**src/hw/rtl/bitmap_block_allocator_core_macros.svh**
```systemverilog
// Assertion macros for the bitmap block allocator.
// Used by the top level; assumes clk_i and rst_ni are in scope.
`ifndef BITMAP_BLOCK_ALLOCATOR_CORE_MACROS_SVH
`define BITMAP_BLOCK_ALLOCATOR_CORE_MACROS_SVH

`ifndef SYNTHESIS
`define BBA_ASSERT(lbl, prop) \
  lbl: assert property (@(posedge clk_i) disable iff (!rst_ni) prop) \
    else $error("bba assertion failed");
`define BBA_ASSERT_ALWAYS(lbl, prop) \
  lbl: assert property (@(posedge clk_i) prop) \
    else $error("bba assertion failed");
`else
`define BBA_ASSERT(lbl, prop)
`define BBA_ASSERT_ALWAYS(lbl, prop)
`endif

`endif

```
**src/hw/rtl/bba_pkg.sv**
```systemverilog
// Shared constants, types and helpers of the bitmap block allocator.
// No dependencies.
package bba_pkg;

  localparam int MapBytes  = 1024;
  localparam int ByteBits  = 8;
  localparam int WordBytes = 4;
  localparam int WordBits  = WordBytes * ByteBits;
  localparam int NumWords  = MapBytes / WordBytes;
  localparam int AddrW     = $clog2(NumWords);
  localparam int BitW      = $clog2(WordBits);
  localparam int GrpSize   = 8;
  localparam int GrpIdxW   = $clog2(GrpSize);
  localparam int NumGrps   = NumWords / GrpSize;
  localparam int GrpW      = $clog2(NumGrps);
  localparam int NumBlocks = MapBytes * ByteBits;
  localparam int PosW      = $clog2(NumBlocks);
  localparam int BlkW      = 14;
  localparam int StatW     = 2;

  localparam logic [StatW-1:0] StOk    = 2'd0;
  localparam logic [StatW-1:0] StFull  = 2'd1;
  localparam logic [StatW-1:0] StRange = 2'd2;

  localparam logic OpAlloc = 1'b0;
  localparam logic OpFree  = 1'b1;

  typedef logic [WordBits-1:0] word_t;
  typedef logic [GrpSize-1:0]  grp_t;

  // write-back notice to the summary flags
  typedef struct packed {
    logic             we;
    logic [AddrW-1:0] addr;
    logic             full;
  } sum_upd_t;

  function automatic logic [BitW-1:0] first_zero_word(word_t w);
    logic [BitW-1:0] idx;
    logic            found;
    idx   = '0;
    found = 1'b0;
    for (int i = 0; i < WordBits; i++) begin
      if (!found && !w[i]) begin
        idx   = BitW'(i);
        found = 1'b1;
      end
    end
    return idx;
  endfunction

  function automatic logic [GrpIdxW-1:0] first_zero_grp(grp_t g);
    logic [GrpIdxW-1:0] idx;
    logic               found;
    idx   = '0;
    found = 1'b0;
    for (int i = 0; i < GrpSize; i++) begin
      if (!found && !g[i]) begin
        idx   = GrpIdxW'(i);
        found = 1'b1;
      end
    end
    return idx;
  endfunction

endpackage

```
**src/hw/rtl/bba_summary.sv**
```systemverilog
// Per-word full and written flags of the bitmap, cleared at reset.
// Depends on bba_pkg.
module bba_summary import bba_pkg::*; (
  input  logic             clk_i,
  input  logic             rst_ni,
  input  logic [GrpW-1:0]  grp_idx_i,
  output grp_t             grp_full_o,
  input  logic [AddrW-1:0] rd_addr_i,
  output logic             word_vld_o,
  input  sum_upd_t         upd_i
);

  logic [NumWords-1:0] full_q;
  logic [NumWords-1:0] vld_q;

  always_ff @(posedge clk_i or negedge rst_ni) begin
    if (!rst_ni) begin
      full_q <= '0;
      vld_q  <= '0;
    end else if (upd_i.we) begin
      full_q[upd_i.addr] <= upd_i.full;
      vld_q[upd_i.addr]  <= 1'b1;
    end
  end

  assign grp_full_o = full_q[{grp_idx_i, GrpIdxW'(0)} +: GrpSize];
  // a word never written reads as all free
  assign word_vld_o = vld_q[rd_addr_i];

endmodule

```
**config.mk**
```make
export PLATFORM = sky130hd
export DESIGN_NAME = bba_summary
export DESIGN_NICKNAME = d
export VERILOG_FILES = /design/src/hw/rtl/bitmap_block_allocator_core_macros.svh /design/src/hw/rtl/bba_pkg.sv /design/src/hw/rtl/bba_summary.sv
export SDC_FILE = /design/constraint.sdc
export NUM_CORES = 1
export LEC_CHECK = 0
export ABC_AREA = 1
export BUFFER_PORTS_ARGS = -buffer_cell sky130_fd_sc_hd__buf_2
export CAP_MARGIN = 20
export CELL_PAD_IN_SITES_DETAIL_PLACEMENT = 1
export CELL_PAD_IN_SITES_GLOBAL_PLACEMENT = 2
export CORE_MARGIN = 1
export CORE_UTILIZATION = 40
export CTS_BUF_LIST = sky130_fd_sc_hd__clkbuf_8
export DETAILED_ROUTE_END_ITERATION = 8
export PLACE_DENSITY = 0.84
export SETUP_SLACK_MARGIN = 0.05
export SYNTH_ARGS = -nofsm -noshare
export SYNTH_HDL_FRONTEND = slang
export SYNTH_SLANG_ARGS = --single-unit
```
**constraint.sdc**
```tcl
create_clock -name clk_i -period 2.4 [get_ports clk_i]
set_clock_uncertainty 0.05 [all_clocks]
set_input_delay 0.48 -clock clk_i [delete_from_list [all_inputs] [get_ports clk_i]]
set_output_delay 0.48 -clock clk_i [all_outputs]
set_load 0.05 [all_outputs]
```
==> results.json, run 1 <==
{
  "outcome": "finished, violations left",
  "violations": "setup timing",
  "cap_violations": 0,
  "grt_pass1_vias": 23000,
  "synth_edf_count": 0,
  "worstRegToRegCells": 1,
  "ctsHtreeMaxLevel": 3,
  "io_buffers": 33,
  "coreArea_um2": 57900,
  "path_class": "reg -> out",
  "io_pins": 34,
  "syn2layout_area_growth_pct": 22.8,
  "finalCriticalPeriod_ns": 2.73,
  "track_usage": 0.313,
  "nFillCells": 6941,
  "drive_gt1_frac": 0.170,
  "nets": 3140,
  "r2r_end": "vld_q[97]$_DFFE_PN0P_",
  "power_switching_uw": 5570,
  "clk_path_buf_depth": 3,
  "hold_path_depth": 5,
  "clock.fmax_mhz": 366,
  "vias_per_cell": 5.43,
  "p_seq_frac": 0.455,
  "total_power_uw": 19900,
  "critPathLaunchType": "flip-flop",
  "wl_per_cell_um": 23.1,
  "yosys_warnings": 0,
  "clockRootBuffer": "clkbuf_8",
  "dp_slack_ns": -0.618,
  "max_stage_delay_ns": 0.36,
  "critPathLaunch": "full_q[8]$_DFFE_PN0P_",
  "end_kind": "output pin",
  "min_period_over_period": 1.14,
  "clock_latency_ns": 0.71,
  "final_antenna_net_count": 0,
  "ys_ff_latch": 512,
  "synth_cell_types": 26,
  "rr_startpoint": "vld_q[97]$_DFFE_PN0P_",
  "multi_input_area_um2": 9460,
  "hold_violations": 0,
  "rows": 88,
  "slew_violations": 0,
  "ys.flop_type": "dfrtp_1",
  "die_h_um": 245,
  "crit_family": "compound AO/OA/AOI/OAI gates",
  "die_area_um2": 59800,
  "ir_drop_mv": 0.374,
  "register_area_um2": 12800,
  "drcViolationCount": 0,
  "syn-cell-area_um2": 23500,
  "clock_power_share": 0.424,
  "fp.dieW_um": 245,
  "dp.final_hpwl_um": 62900,
  "rrSetupSlack_ns": 1.53,
  "antenna_found_initial": 2,
  "vias": 21400,
  "cts_tree": "yes",
  "power_leakage_uw": 0.0141,
  "cts.sinks": 512,
  "critical_path_buf_inv_count": 1,
  "slew_headroom": 0.598,
  "synth_nets": 2968,
  "grt_pass1_wl_um": 141000,
  "clkTransAtPathRegs_ns": 0.06,
  "drtPass1Iterations": 5,
  "tightestPinTransition_ns": 0.602,
  "worst_path_max_delay_cell": "a32oi_4",
  "cp_max_fo": 2,
  "cts-buffers-inserted": 92,
  "hold_start": "upd_i[4]",
  "synth.avg_cell_area_um2": 8.00,
  "grt-ovfl-total": 0,
  "power_density_nw_per_um2": 687,
  "routed_wl_um": 91200,
  "p_int_uw": 14300,
  "cp.required_ns": 1.87,
  "hp-class": "in -> reg",
  "worst_slack_ns": -0.333,
  "grt_max_degree": 68,
  "gp_congestion": 0.878,
  "rsz0062_at_grt": "yes",
  "first_iter_violations": 1654,
  "netlist_instances": 2943,
  "start_util": 0.406,
  "cp.arrival_ns": 2.20,
  "p_sw_frac": 0.281,
  "crit_chain": "o21ai_0 > o221ai_1 > nand3_1 > a32oi_4 > buf_12",
  "synthArstFlopShare": 1.00,
  "seq_area_frac_synth": 0.544,
  "p_comb_frac": 0.121,
  "layout_common_cells": "954 x nand2_1, 512 x dfrtp_1, 305 x inv_1",
  "whs_endpoint": "vld_q[252]$_DFFE_PN0P_",
  "setup_viol": 9,
  "layout_commonest_cell": "nand2_1"
}
## state kept, by name (all words and copies together) (netlist names)
signal,flops
full_q,256
vld_q,256
## final cells by class
type	count	share of cell area
Tap cell	765	0.0331
Timing Repair Buffer	241	0.0925
Inverter	290	0.0383
Sequential cell	512	0.443
Clock inverter	39	0.00593
Antenna cell	2	0.000173
Multi-Input combinational cell	1978	0.327
Clock buffer	124	0.0591
## kinds of logic (layout without fill, tap and decap cells)
logic type             after synthesis  in the layout  share of synthesized area
flip-flops                         512            512                      0.544
buffers and inverters              453            694                     0.0815
other                                0              2                          0
AO/OA/AOI/OAI                      514            514                      0.118
AND/OR/NAND/NOR                   1464           1464                      0.256
## synthesized netlist by cell type, types with 12 or more instances
cell        n  share of area
a21oi_1    48          0.010
buf_2      63          0.013
buf_4      23         0.0073
clkbuf_1   60         0.0096
dfrtp_1   512           0.54
inv_1     277          0.044
inv_2      13         0.0021
nand2_1   967           0.15
nand3_1   247          0.053
nor2_1    210          0.033
o21ai_0   317          0.067
o21ai_1    79          0.017
o221ai_1   43          0.016
o22ai_1    12         0.0032
or2_2      22         0.0058
## timing repair
| item | in CTS | in global routing |
|---|---|---|
| pin swaps | 41 | 37 |
| hold endpoints to repair | 38 | 0 |
| gates cloned | 0 | 2 |
| endpoints found under the setup margin | 9 | 9 |
| resized for setup | 147 | 68 |
| hold buffers | 1 | 0 |
| buffers inserted | 4 | 10 |
## power by group through the flow
| stage | sequential (uW) | combinational, uW | clock (uW) |
|---|---|---|---|
| 6_report | 9040 | 2400 | 8410 |
| 5_1_grt | 9060 | 2580 | 8940 |
| 4_1_cts | 9030 | 2320 | 8580 |
| 3_5_place_dp | 9180 | 2190 | 0 |
| 3_3_place_gp | 9170 | 2140 | 0 |
| 2_1_floorplan | 9130 | 1090 | 0 |
## through the flow
| stage | util | TNS, ns | area, um2 | instances | hold WS, ns |
|---|---|---|---|---|---|
| floorplan | - | 0 | 23600 | 2943 | 0.134 |
| global placement | 0.452 | -4.36 | 26200 | 3770 | 0.382 |
| finish | 0.499 | -2.41 | 28900 | 3951 | 0.223 |
| global route | 0.499 | -3.00 | 28900 | 3951 | 0.237 |
| CTS | 0.493 | -2.63 | 28600 | 3938 | 0.176 |
| detailed placement | 0.452 | -4.64 | 26200 | 3770 | 0.389 |
## metal layers
metal,share of wire,GRT usage,vias up
li1,-,-,9756
met1,0.45,0.434,10900
met2,0.45,0.480,628
met3,0.060,0.0568,174
met4,0.041,0.134,0
met5,0,0,-
## how the worst max path moves through the flow
stage               slack [ns]  depth (start not counted)            end
global placement         -0.55                         10  grp_full_o[7]
detailed placement       -0.62                          9  grp_full_o[7]
finish                   -0.33                          5  grp_full_o[0]
floorplan                 0.06                         14     word_vld_o
CTS                      -0.35                         11     word_vld_o
global route             -0.44                         11     word_vld_o
Power figures use the tool's default switching activity.
==> inputs of run 2 (changes only) <==
--- a/config.mk
+++ b/config.mk
@@ -11,10 +11,9 @@
 export CELL_PAD_IN_SITES_DETAIL_PLACEMENT = 1
 export CELL_PAD_IN_SITES_GLOBAL_PLACEMENT = 2
 export CORE_MARGIN = 1
-export CORE_UTILIZATION = 40
-export CTS_BUF_LIST = sky130_fd_sc_hd__clkbuf_8
+export CORE_UTILIZATION = 38
 export DETAILED_ROUTE_END_ITERATION = 8
-export PLACE_DENSITY = 0.84
+export PLACE_DENSITY = 0.81
 export SETUP_SLACK_MARGIN = 0.05
 export SYNTH_ARGS = -nofsm -noshare
 export SYNTH_HDL_FRONTEND = slang
==> results.json, run 2 (same netlist as run 1, synthesis figures left out) <==
{
  "finalCriticalPeriod_ns": 2.72,
  "dp.cells": 3785,
  "rows": 90,
  "cts_tree": "yes",
  "clock_latency_ns": 0.64,
  "coreArea_um2": 60800,
  "slew_violations": 0,
  "max_stage_delay_ns": 0.42,
  "clock.fmax_mhz": 367,
  "syn2layout_area_growth_pct": 25.9,
  "hp-class": "in -> reg",
  "finalInstanceArea_um2": 29600,
  "power_leakage_uw": 0.0144,
  "antenna_found_initial": 2,
  "tightestPinTransition_ns": 0.504,
  "nFillCells": 7139,
  "dpl-instance-area_um2": 26100,
  "grt_pass1_wl_um": 142000,
  "violations": "setup timing",
  "rr_startpoint": "vld_q[196]$_DFFE_PN0P_",
  "vias_per_cell": 5.50,
  "diodes": 0,
  "layout_common_cells": "946 x nand2_1, 511 x dfrtp_1, 275 x inv_1",
  "gp_congestion": 0.879,
  "fin_cells": 3939,
  "die_area_um2": 62900,
  "drive_gt1_frac": 0.172,
  "path_class": "reg -> out",
  "ir_drop_mv": 0.569,
  "cp_max_fo": 2,
  "final_antenna_net_count": 0,
  "rrSetupSlack_ns": 1.53,
  "worst_path_max_delay_cell": "dfrtp_1",
  "routed_wl_um": 94400,
  "worst_slack_ns": -0.321,
  "drcViolationCount": 0,
  "io_pins": 34,
  "end_kind": "output pin",
  "hold_violations": 0,
  "vias": 21700,
  "clk_path_buf_depth": 3,
  "fp.dieW_um": 251,
  "start_util": 0.387,
  "io_buffers": 33,
  "rsz0062_at_grt": "yes",
  "drtPass1Iterations": 7,
  "cts.sinks": 512,
  "ctsHtreeMaxLevel": 2,
  "grt_max_degree": 74,
  "grt-ovfl-total": 0,
  "cp.arrival_ns": 2.19,
  "die_h_um": 251,
  "clkTransAtPathRegs_ns": 0.06,
  "min_period_over_period": 1.13,
  "critPathLaunch": "full_q[156]$_DFFE_PN0P_",
  "first_iter_violations": 1868,
  "cp.required_ns": 1.87,
  "hold_start": "upd_i[0]",
  "slew_headroom": 0.664,
  "largest_registers": "full_q (256), vld_q (256)",
  "nets": 3135,
  "r2r_end": "vld_q[196]$_DFFE_PN0P_",
  "grt_pass1_vias": 22400,
  "clockRootBuffer": "clkbuf_16",
  "dp.final_hpwl_um": 63000,
  "worstRegToRegCells": 1,
  "cts-buffers-inserted": 58,
  "critPathLaunchType": "flip-flop",
  "power_density_nw_per_um2": 705,
  "setup_viol": 9,
  "track_usage": 0.301,
  "outcome": "finished, violations left",
  "crit_chain": "nor2_1 > o221ai_1 > nand3_1 > nand2_2 > nor2_2 > a31oi_4 > buf_6",
  "cap_violations": 0,
  "critPathCapture": "grp_full_o[4]",
  "wl_per_cell_um": 24.0,
  "layout_commonest_cell": "nand2_1"
}
[run 2: changes by cell type in the layout (fill, tap and decap cells not counted), sizes merged]
cell / change
inv: -32
clkbuf: -28
buf: +23
bufbuf: +5
clkinv: +4
bufinv: +3
clkinvlp: -2
diode: -2
[run 2: report_power, final]
| part | leakage (uW) | internal, uW | total, uW | switching [uW] |
|---|---|---|---|---|
| Combinational | 0.00757 | 924 | 2540 | 1620 |
| Sequential | 0.00583 | 8880 | 9020 | 143 |
| Clock | 0.000970 | 5500 | 9310 | 3810 |
| Total | 0.0144 | 15300 | 20900 | 5570 |
[run 2: layout make-up]
type / instances / area [um2] / share of cell area
multi-input cells: 1978 / 9490 / 0.320
clock inverters: 12 / 144 / 0.00486
inverters: 290 / 1140 / 0.0385
flip-flops and latches: 512 / 12800 / 0.432
clock buffers: 95 / 1830 / 0.0619
well taps: 782 / 978 / 0.0330
repair buffers: 270 / 3230 / 0.109
[run 2: how the worst min path moves through the flow]
stage | to | cells after the start
2_1_floorplan | full_q[0]$_DFFE_PN0P_ | 0
3_3_place_gp | vld_q[244]$_DFFE_PN0P_ | 2
3_5_place_dp | vld_q[228]$_DFFE_PN0P_ | 2
4_1_cts | full_q[96]$_DFFE_PN0P_ | 3
5_1_grt | full_q[100]$_DFFE_PN0P_ | 3
6_report | full_q[96]$_DFFE_PN0P_ | 3
[run 2: worst max-delay path, delay by kind of cell, from the launching register on]
family / cells / cell delay (ns)
AND/OR/NAND/NOR: 4 / 0.55
flip-flops: 1 / 0.42
AO/OA/AOI/OAI: 2 / 0.41
buffers and inverters: 1 / 0.18
[run 2: through the flow]
stage / setup WS (ns) / TNS [ns] / utilization / power [uW] / hold slack (ns)
6_report: -0.321 / -2.17 / 0.487 / 20900 / 0.292
5_1_grt: -0.336 / -2.53 / 0.487 / 21500 / 0.297
4_1_cts: -0.347 / -2.33 / 0.477 / 20900 / 0.260
3_5_place_dp: -0.725 / -5.46 / 0.429 / 11300 / 0.389
3_3_place_gp: -0.735 / -5.45 / 0.429 / 11300 / 0.383
2_1_floorplan: 0.0580 / 0 / - / 10200 / 0.134
[run 2: timing repair]
item	CTS	global route
hold buffers	1	0
hold endpoints to repair	34	0
buffers inserted	13	20
gates resized for setup	137	104
setup endpoints to repair	9	9
pin swaps	43	54
cloned	11	3
[run 2: routing by layer]
metal	share of wire	global-route usage	wire, um
met5	0	0	0
met4	0.033	0.0990	3100
met3	0.052	0.0406	4930
met2	0.45	0.468	42700
met1	0.46	0.435	43700
==> inputs of run 3 (changes only) <==
--- a/config.mk
+++ b/config.mk
@@ -8,12 +8,10 @@
 export ABC_AREA = 1
 export BUFFER_PORTS_ARGS = -buffer_cell sky130_fd_sc_hd__buf_2
 export CAP_MARGIN = 20
-export CELL_PAD_IN_SITES_DETAIL_PLACEMENT = 1
-export CELL_PAD_IN_SITES_GLOBAL_PLACEMENT = 2
 export CORE_MARGIN = 1
-export CORE_UTILIZATION = 38
+export CORE_UTILIZATION = 60
 export DETAILED_ROUTE_END_ITERATION = 8
-export PLACE_DENSITY = 0.81
+export PLACE_DENSITY = 0.78
 export SETUP_SLACK_MARGIN = 0.05
 export SYNTH_ARGS = -nofsm -noshare
 export SYNTH_HDL_FRONTEND = slang
==> constraint.sdc (replaced) <==
create_clock -name clk_i -period 3.45 [get_ports clk_i]
set_clock_uncertainty 0.05 [all_clocks]
set_input_delay 0.69 -clock clk_i [delete_from_list [all_inputs] [get_ports clk_i]]
set_output_delay 0.69 -clock clk_i [all_outputs]
set_load 0.05 [all_outputs]
==> results.json, run 3 (same netlist as run 1, synthesis figures left out) <==
{
  "utilization": 0.690,
  "final_antenna_net_count": 0,
  "die_area_um2": 40000,
  "slew_headroom": 0.394,
  "min_period_over_period": 0.986,
  "cts.sinks": 512,
  "nFillCells": 2982,
  "layout_common_cells": "967 x nand2_1, 512 x dfrtp_1, 317 x o21ai_0",
  "finalInstanceArea_um2": 26700,
  "hold_violations": 0,
  "path_class": "in -> out",
  "io_pins": 34,
  "wl_per_cell_um": 21.3,
  "cts-buffers-inserted": 54,
  "clock.fmax_mhz": 294,
  "layout_commonest_cell": "nand2_1",
  "vias_per_cell": 6.05,
  "dp.final_hpwl_um": 47600,
  "rsz0062_at_grt": "yes",
  "hp-class": "in -> async",
  "largest_registers": "full_q (256), vld_q (256)",
  "cap_violations": 0,
  "grt_pass1_vias": 20600,
  "clock_latency_ns": 0.61,
  "start_util": 0.609,
  "finalCriticalPeriod_ns": 3.40,
  "routed_wl_um": 74900,
  "gp_congestion": 0.964,
  "nets": 2983,
  "finalSetupTns_ns": 0,
  "clkTransAtPathRegs_ns": 0.06,
  "syn2layout_area_growth_pct": 13.3,
  "coreArea_um2": 38600,
  "cts_tree": "yes",
  "power_leakage_uw": 0.0132,
  "cp.arrival_ns": 2.66,
  "fp.dieW_um": 200,
  "die_h_um": 200,
  "cts_hold_buf": 0,
  "vias": 21300,
  "diodes": 0,
  "ir_drop_mv": 0.441,
  "outcome": "completed",
  "critPathLaunchType": "input pin",
  "grt_max_degree": 97,
  "critPathLaunch": "grp_idx_i[0]",
  "power_density_nw_per_um2": 536,
  "ctsHtreeMaxLevel": 2,
  "rr_startpoint": "vld_q[72]$_DFFE_PN0P_",
  "drtPass1Iterations": 7,
  "cp.required_ns": 2.71,
  "worst_slack_ns": 0.0473,
  "drcViolationCount": 0,
  "grt-ovfl-total": 0,
  "tightestPinTransition_ns": 0.905,
  "end_kind": "output pin",
  "first_iter_violations": 2678,
  "cp_max_fo": 57,
  "setup_viol": 0,
  "dpl-instance-area_um2": 24600,
  "antenna_found_initial": 2,
  "drive_gt1_frac": 0.0899,
  "dp_slack_ns": 0.133,
  "io_buffers": 33,
  "clockRootBuffer": "clkbuf_16",
  "track_usage": 0.387,
  "rows": 72,
  "grt_pass1_wl_um": 116000,
  "slew_violations": 0,
  "total_power_uw": 14300,
  "clk_path_buf_depth": 3
}
run 3: through the flow:
| stage | std cells | hold WS (ns) |
|---|---|---|
| after floorplan | 2943 | 0.344 |
| after CTS | 3520 | 0.0561 |
| after global placement | 3419 | 0.382 |
| after detailed placement | 3419 | 0.390 |
| final | 3521 | 0.0434 |
| after global routing | 3521 | 0.0777 |
run 3: metal layers:
layer	vias to the layer above	wire length [um]	track usage
li1	9464	-	-
met1	10200	29000	0.532
met2	1351	32400	0.565
met3	268	9270	0.0998
met4	4	4210	0.208
met5	-	22	0
run 3: path summary, 6_finish.rpt:
kind | end | slack (ns) | cells past startpoint
max in group asynchronous | full_q[95]$_DFFE_PN0P_ | 2.33 | 2
hold reg to reg | vld_q[228]$_DFFE_PN0P_ | 0.40 | 2
setup / recovery | grp_full_o[3] | 0.05 | 10
setup reg to reg | vld_q[72]$_DFFE_PN0P_ | 2.58 | 1
min in group clk_i | vld_q[228]$_DFFE_PN0P_ | 0.40 | 2
hold / removal | full_q[159]$_DFFE_PN0P_ | 0.04 | 1
run 3: critical path, cell delays in order:
cell     delay (ns)
buf_4          0.15
buf_12         0.28
o21ai_0        0.15
o22ai_1        0.21
nor2_1         0.06
nor2_1         0.25
o21ai_0        0.20
a32oi_1        0.23
buf_4          0.17
buf_2          0.26
run 3: what timing repair did:
item / in CTS / in global routing
endpoints found under the setup margin: 0 / 2
setup buffers: 0 / 0
gates resized for setup: 0 / 2
run 3: cell type report:
type                            instances  area [um2]  area share
Tap cell                              518         648      0.0243
Multi-Input combinational cell       1978        8810       0.331
Clock inverter                         23         427      0.0160
Sequential cell                       512       12800       0.481
Timing Repair Buffer                  122        1220      0.0459
Inverter                              290        1100      0.0412
Clock buffer                           78        1640      0.0614
run 3: power by group:
part | internal, uW | switching [uW] | leakage (uW)
logic | 384 | 936 | 0.00636
registers | 6180 | 104 | 0.00583
clock network | 4180 | 2510 | 0.00101
